`src/rtl/pcrc_pkg.sv`:
```
// Package for the cksum CRC-32 block: transfer types, queue constants,
// back-end state encoding and the byte-wise CRC step.
// No dependencies.
package pcrc_pkg;

    localparam int unsigned QUEUE_DEPTH = 2;
    localparam int unsigned QPTR_BITS   = $clog2(QUEUE_DEPTH);
    localparam int unsigned QCNT_BITS   = $clog2(QUEUE_DEPTH + 1);

    localparam logic [31:0] CRC_POLY = 32'h04C1_1DB7;

    typedef struct packed {
        logic [7:0] data_byte;
        logic       byte_present;
        logic       end_of_message;
    } item_t;

    typedef struct packed {
        logic [31:0] checksum;
        logic [31:0] message_length;
        logic        length_overflow;
    } result_t;

    typedef struct packed {
        logic full;
        logic not_empty;
    } queue_status_t;

    typedef enum logic {
        BACK_RUN,
        BACK_TAIL
    } back_state_t;

    function automatic logic [31:0] crc_byte(input logic [31:0] crc_in,
                                             input logic [7:0]  byte_in);
        logic [31:0] crc;
        crc = crc_in ^ {byte_in, 24'h0};
        for (int k = 0; k < 8; k++) begin
            if (crc[31]) begin
                crc = {crc[30:0], 1'b0} ^ CRC_POLY;
            end else begin
                crc = {crc[30:0], 1'b0};
            end
        end
        return crc;
    endfunction

endpackage

```
`src/rtl/posix_cksum_crc32.sv`:
```
// POSIX cksum CRC-32 block.
// Input channel item/item_valid/item_stall: one transfer per cycle carries at
// most one message byte and an end-of-message mark. Items with neither are
// dropped at the front end.
// Output channel result/result_valid/result_stall: one transfer per message
// with the complemented CRC, the saturated length and the overflow flag.
// Throughput: one message byte per cycle while the back end is in BACK_RUN,
// set by its single CRC byte step per cycle. A byte enters the queue first
// and is then popped into crc_reg. Message end: the end mark is taken, each
// significant length byte is appended (0 to LENGTH_BITS/8), then the result
// register is loaded; the next message's bytes queue up meanwhile.
// When result_stall holds the result, the back end finishes the current
// message and its length tail and waits; the two-entry queue then fills and
// item_stall rises.
// Reset (rst_n low, asynchronous) empties the queue, clears CRC, counter and
// overflow flag and drops any pending result.
// Depends on pcrc_pkg, pcrc_front, pcrc_queue, pcrc_back.
module posix_cksum_crc32 #(
    parameter int unsigned LENGTH_BITS = 32
) (
    input  logic               clk,
    input  logic               rst_n,
    input  pcrc_pkg::item_t    item,
    input  logic               item_valid,
    output logic               item_stall,
    output pcrc_pkg::result_t  result,
    output logic               result_valid,
    input  logic               result_stall
);

    pcrc_pkg::queue_status_t qstat;
    pcrc_pkg::item_t         push_data;
    pcrc_pkg::item_t         head;
    logic                    push;
    logic                    pop;

    pcrc_front u_front (
        .item       (item),
        .item_valid (item_valid),
        .item_stall (item_stall),
        .qstat      (qstat),
        .push       (push),
        .push_data  (push_data)
    );

    pcrc_queue u_queue (
        .clk       (clk),
        .rst_n     (rst_n),
        .push      (push),
        .push_data (push_data),
        .pop       (pop),
        .head      (head),
        .qstat     (qstat)
    );

    pcrc_back #(
        .LENGTH_BITS (LENGTH_BITS)
    ) u_back (
        .clk          (clk),
        .rst_n        (rst_n),
        .head         (head),
        .qstat        (qstat),
        .pop          (pop),
        .result       (result),
        .result_valid (result_valid),
        .result_stall (result_stall)
    );

endmodule

```
`src/rtl/pcrc_front.sv`:
```
// Front end: accepts item transfers, drops idle items and pushes the rest
// into the command queue. Depends on pcrc_pkg.
module pcrc_front (
    input  pcrc_pkg::item_t         item,
    input  logic                    item_valid,
    output logic                    item_stall,
    input  pcrc_pkg::queue_status_t qstat,
    output logic                    push,
    output pcrc_pkg::item_t         push_data
);

    logic useful;

    assign useful     = item.byte_present | item.end_of_message;
    assign item_stall = qstat.full;
    assign push       = item_valid & ~qstat.full & useful;
    assign push_data  = item;

endmodule

```
`src/rtl/pcrc_queue.sv`:
```
// Short command queue between front and back end.
// Depends on pcrc_pkg.
module pcrc_queue (
    input  logic                    clk,
    input  logic                    rst_n,
    input  logic                    push,
    input  pcrc_pkg::item_t         push_data,
    input  logic                    pop,
    output pcrc_pkg::item_t         head,
    output pcrc_pkg::queue_status_t qstat
);

    pcrc_pkg::item_t                   mem [pcrc_pkg::QUEUE_DEPTH];
    logic [pcrc_pkg::QPTR_BITS-1:0]    wr_ptr_reg, wr_ptr_next;
    logic [pcrc_pkg::QPTR_BITS-1:0]    rd_ptr_reg, rd_ptr_next;
    logic [pcrc_pkg::QCNT_BITS-1:0]    count_reg, count_next;
    logic                              do_push, do_pop;

    assign qstat.full      = (count_reg == pcrc_pkg::QCNT_BITS'(pcrc_pkg::QUEUE_DEPTH));
    assign qstat.not_empty = (count_reg != '0);
    assign do_push         = push & ~qstat.full;
    assign do_pop          = pop & qstat.not_empty;
    assign head            = mem[rd_ptr_reg];

    always_comb
    begin
        wr_ptr_next = do_push ? wr_ptr_reg + 1'b1 : wr_ptr_reg;
        rd_ptr_next = do_pop  ? rd_ptr_reg + 1'b1 : rd_ptr_reg;
        count_next  = count_reg;
        if (do_push && !do_pop) begin
            count_next = count_reg + 1'b1;
        end else if (do_pop && !do_push) begin
            count_next = count_reg - 1'b1;
        end
    end

    always_ff @(posedge clk or negedge rst_n)
    begin
        if (!rst_n) begin
            wr_ptr_reg <= '0;
            rd_ptr_reg <= '0;
            count_reg  <= '0;
        end else begin
            wr_ptr_reg <= wr_ptr_next;
            rd_ptr_reg <= rd_ptr_next;
            count_reg  <= count_next;
        end
    end

    always_ff @(posedge clk)
    begin
        if (do_push) begin
            mem[wr_ptr_reg] <= push_data;
        end
    end

endmodule

```
`src/rtl/pcrc_back.sv`:
```
// Back end: folds bytes into the CRC, counts them, appends the length at
// message end and holds the result register. Depends on pcrc_pkg.
module pcrc_back #(
    parameter int unsigned LENGTH_BITS = 32
) (
    input  logic                    clk,
    input  logic                    rst_n,
    input  pcrc_pkg::item_t         head,
    input  pcrc_pkg::queue_status_t qstat,
    output logic                    pop,
    output pcrc_pkg::result_t       result,
    output logic                    result_valid,
    input  logic                    result_stall
);

    localparam int unsigned EXT_BITS = (LENGTH_BITS > 32) ? LENGTH_BITS : 32;

    pcrc_pkg::back_state_t   state_reg, state_next;
    logic [31:0]             crc_reg, crc_next;
    logic [LENGTH_BITS-1:0]  counter_reg, counter_next;
    logic                    sat_reg, sat_next;
    logic [LENGTH_BITS-1:0]  rest_reg, rest_next;
    logic                    result_valid_reg, result_valid_next;
    pcrc_pkg::result_t       result_reg, result_next;
    logic [EXT_BITS-1:0]     count_ext;
    logic [31:0]             length_sat;
    logic [31:0]             crc_upd;
    logic                    slot_free;

    assign count_ext    = EXT_BITS'(counter_reg);
    assign length_sat   = (count_ext > EXT_BITS'(32'hFFFF_FFFF)) ? 32'hFFFF_FFFF
                                                                : count_ext[31:0];
    assign slot_free    = ~result_valid_reg | ~result_stall;
    assign result       = result_reg;
    assign result_valid = result_valid_reg;

    always_comb
    begin
        state_next        = state_reg;
        crc_next          = crc_reg;
        counter_next      = counter_reg;
        sat_next          = sat_reg;
        rest_next         = rest_reg;
        result_next       = result_reg;
        result_valid_next = result_valid_reg & result_stall;
        pop               = 1'b0;
        crc_upd           = pcrc_pkg::crc_byte(crc_reg, head.data_byte);

        unique case (state_reg)
            pcrc_pkg::BACK_RUN:
            begin
                if (qstat.not_empty) begin
                    pop = 1'b1;
                    if (head.byte_present) begin
                        crc_next = crc_upd;
                        if (&counter_reg) begin
                            sat_next = 1'b1;
                        end else begin
                            counter_next = counter_reg + LENGTH_BITS'(1);
                        end
                    end
                    if (head.end_of_message) begin
                        rest_next  = counter_next;
                        state_next = pcrc_pkg::BACK_TAIL;
                    end
                end
            end
            pcrc_pkg::BACK_TAIL:
            begin
                if (rest_reg != '0) begin
                    crc_next  = pcrc_pkg::crc_byte(crc_reg, rest_reg[7:0]);
                    rest_next = rest_reg >> 8;
                end else if (slot_free) begin
                    result_next.checksum        = ~crc_reg;
                    result_next.message_length  = length_sat;
                    result_next.length_overflow = sat_reg;
                    result_valid_next           = 1'b1;
                    crc_next                    = '0;
                    counter_next                = '0;
                    sat_next                    = 1'b0;
                    state_next                  = pcrc_pkg::BACK_RUN;
                end
            end
            default:
            begin
                state_next = pcrc_pkg::BACK_RUN;
            end
        endcase
    end

    always_ff @(posedge clk or negedge rst_n)
    begin
        if (!rst_n) begin
            state_reg        <= pcrc_pkg::BACK_RUN;
            crc_reg          <= '0;
            counter_reg      <= '0;
            sat_reg          <= 1'b0;
            rest_reg         <= '0;
            result_valid_reg <= 1'b0;
        end else begin
            state_reg        <= state_next;
            crc_reg          <= crc_next;
            counter_reg      <= counter_next;
            sat_reg          <= sat_next;
            rest_reg         <= rest_next;
            result_valid_reg <= result_valid_next;
        end
    end

    always_ff @(posedge clk)
    begin
        result_reg <= result_next;
    end

endmodule

```
`config.mk`:
```
export PLATFORM = sky130hd
export DESIGN_NAME = posix_cksum_crc32
export DESIGN_NICKNAME = d
export VERILOG_FILES = /design/src/rtl/pcrc_pkg.sv /design/src/rtl/posix_cksum_crc32.sv /design/src/rtl/pcrc_front.sv /design/src/rtl/pcrc_queue.sv /design/src/rtl/pcrc_back.sv
export SDC_FILE = /design/constraint.sdc
export NUM_CORES = 1
export LEC_CHECK = 0
export BUFFER_PORTS_ARGS = -buffer_cell sky130_fd_sc_hd__buf_2
export CAP_MARGIN = 20
export CELL_PAD_IN_SITES_DETAIL_PLACEMENT = 0
export CELL_PAD_IN_SITES_GLOBAL_PLACEMENT = 2
export CORE_UTILIZATION = 44
export CTS_CLUSTER_DIAMETER = 80
export DETAILED_ROUTE_END_ITERATION = 8
export PLACE_DENSITY_LB_ADDON = 0.1
export SLEW_MARGIN = 5
export SYNTH_ARGS = -nofsm -noshare
export SYNTH_HDL_FRONTEND = slang
export SYNTH_SLANG_ARGS = --single-unit
```
`constraint.sdc`:
```
create_clock -name clk -period 11.1 [get_ports clk]
set_clock_uncertainty 0.15 [all_clocks]
set_input_delay 1.665 -clock clk [delete_from_list [all_inputs] [get_ports clk]]
set_output_delay 1.665 -clock clk [all_outputs]
set_load 0.05 [all_outputs]
```
==> reports/metrics.cfg <==
[drt]
dr_total_vias = 6947
wl_per_cell_microns = 20.2
antenna_left = 0
routed_wl_mm = 24.8
drt-pass1-iter-count = 7
vias_per_cell = 5.64
drt_iter0_markers = 520
drt_drc_violations_left = 7

[setup_path]
cp.arrival_ns = 3.63
cpPeakStageDelay_ns = 0.78
cp.required_ns = 11.02
end_kind = flip-flop
crit_fanout = 39
path_cells = nor4_1 > nand4_1 > nor2_1 > nand2_1 > a21oi_4 > buf_4
reg2reg_from = u_back.rest_reg[12]
start_kind = flip-flop
reg2reg_to = u_back.result[3]
path_class = reg2reg
r2r_slack_ns = 7.39
cp_slowest_cell = a21oi_4
reg2reg_depth = 6

[flow_run]
max-cap-violations = 0

[clock_network]
post_cts_buffers = 0
cts_resized = 0
htree_levels = 4
path_clk_slew_ns = 0.07
clock_latency_ns = 0.43
clockBufferDepth = 2
cts_buffers = 17
clockRootBuffer = clkbuf_16
clock_sinks = 188
cts_tree = yes
hold_buffers = 0

[placed_design]
globalplace.congestion = 0.833
hpwl_mm = 17.2
portBuffers = 80

[global_routing]
grt_start_max_net_pins = 77
grt_pass1_vias = 6773
grt_util_met3 = 0.0385
grt_util_met2 = 0.333
grt_pass1_wl_mm = 39.7
antenna_found_initial = 0
use_met1 = 0.335
grtUsageTotal = 0.224
grt_overflow_total = 0
top_usage_layer = met1

[synthesis]
synth_warnings = 0
synthCells = 874
postSynthAreaPerCell_sq_um = 11.3
ys_top_cells_by_area = dfrtp_1, edfxtp_1, xnor2_1
yosysUniqueCellTypes = 72
synth_area_sq_um = 9910
yosysSeqAreaShare = 0.518
synth-seq-cells = 188
synth_top_cell_by_area = dfrtp_1
synth_top_area_frac = 0.260
synth_nets = 890
synth_ff_type = dfrtp_1
async_flop_share = 0.548
synth_edf_count = 85

[layout]
syn_to_final_growth_pct = 12.7
largest_reg_flops = 65
nNetsFinal = 954
drive_above_1_share = 0.171
antenna_cells = 0
fillers = 1985

[die]
die_area_sq_um = 23100
io_pins = 81
num_rows = 54
core_sq_um = 22000
start_util = 0.451
die_h_microns = 152
die_w_microns = 152

[timing]
rsz0062_at_grt = false
max_slew_margin = 0.283
hold_violations = 0
tightest_slew_ns = 1.07
slew_viol_final = 0
setup_tns_ns = 0
min_period_ns = 3.71
fmax_mhz = 270
setup_viol_count_final = 0
fin_crit_sh = 0.334

[hold_path]
min_delay_worst_endpoint = u_back.result[0]
hold_path_class = reg2reg
hp-start = u_back.sat_reg
whs_path_depth = 0

[outcome]
outcome = finished with violations
violations = design-rule violations

-- cell families after synthesis --
| logic type | synth area share |
|---|---|
| xor+xnor | 0.171 |
| simple gates | 0.123 |
| buf+inv | 0.0340 |
| fa+ha+maj | 0.00253 |
| compound gates | 0.122 |
| flops | 0.518 |
| mux | 0.0302 |
-- per-stage QoR --
stage | instance area (sq um) | worst slack [ns] | hold slack (ns) | util | instances
2_1_floorplan | 9910 | 5.61 | 0.270 | - | 874
3_3_place_gp | 10600 | 7.43 | 0.295 | 0.481 | 1198
3_5_place_dp | 10600 | 7.32 | 0.300 | 0.481 | 1198
4_1_cts | 11100 | 7.34 | 0.319 | 0.507 | 1230
5_1_grt | 11200 | 7.11 | 0.339 | 0.508 | 1231
6_report | 11200 | 7.39 | 0.318 | 0.508 | 1231
-- critical path: cells and delay by family (launching register included) --
family / cells / cell delay (ns)
DFF: 1 / 0.40
and+or+nand+nor: 4 / 1.39
AOI/OAI and AO/OA: 1 / 0.78
buffers and inverters: 1 / 0.57
-- cells in the final DEF (no fill, tap or decap), types with 15 or more instances in the layout --
master	count
dfrtp_1	103
edfxtp_1	85
o21ai_0	51
inv_1	36
buf_2	79
clkbuf_16	17
xor2_1	32
nand2_1	65
nand4_1	15
a21oi_1	20
nor2_1	52
mux2i_1	26
nor3_1	18
nand3_1	25
xnor2_1	108
-- cell usage after synthesis (4+ instances only) --
master    count
nor4_1       10
nand4_1      15
xnor2_4       6
and2_1        6
mux2i_1      26
a21boi_0      6
nand2_1      65
o22ai_1       4
a31oi_1       5
o21ai_1       8
xnor2_1     108
buf_2        11
clkbuf_1     33
xnor2_2       6
a21oi_1      21
o31ai_1       7
nor2_1       52
nand2b_1      4
nor3b_1       4
a211oi_1     12
inv_1        36
or4_1         4
edfxtp_1     85
o221ai_1     12
and3_1       11
o21ai_0      51
dfrtp_1     103
nand3_1      25
and4_1        6
xor2_1       32
xor2_2        6
nor3_1       18
a22oi_1      14
-- layout make-up --
cell class,count,area [sq um],share of cell area
clock inverters,13,141,0.0127
well taps,280,350,0.0314
flip-flops and latches,188,5130,0.460
repair buffers,91,505,0.0453
clock buffers,19,433,0.0388
inverters,37,139,0.0124
multi-input cells,603,4460,0.400
-- worst max path at each step --
| stage | cells past startpoint | slack [ns] | from | end |
|---|---|---|---|---|
| after floorplan | 1 | 5.61 | result_stall | u_back.result[0] |
| after global placement | 3 | 7.43 | result_stall | u_back.result[4] |
| after detailed placement | 3 | 7.32 | result_stall | u_back.result[5] |
| after CTS | 6 | 7.34 | u_back.rest_reg[12] | u_back.result[3] |
| after global routing | 6 | 7.11 | u_back.rest_reg[12] | u_back.result[5] |
| final | 6 | 7.39 | u_back.rest_reg[12] | u_back.result[3] |
-- layer usage --
metal	vias to the layer above	routed length, microns
met2	233	11000
li1	3273	-
met5	-	0
met4	0	301
met3	19	1440
met1	3422	12100
Power is not shown: default switching activity piles up to over one toggle a cycle in this logic, so the estimate is an artifact.
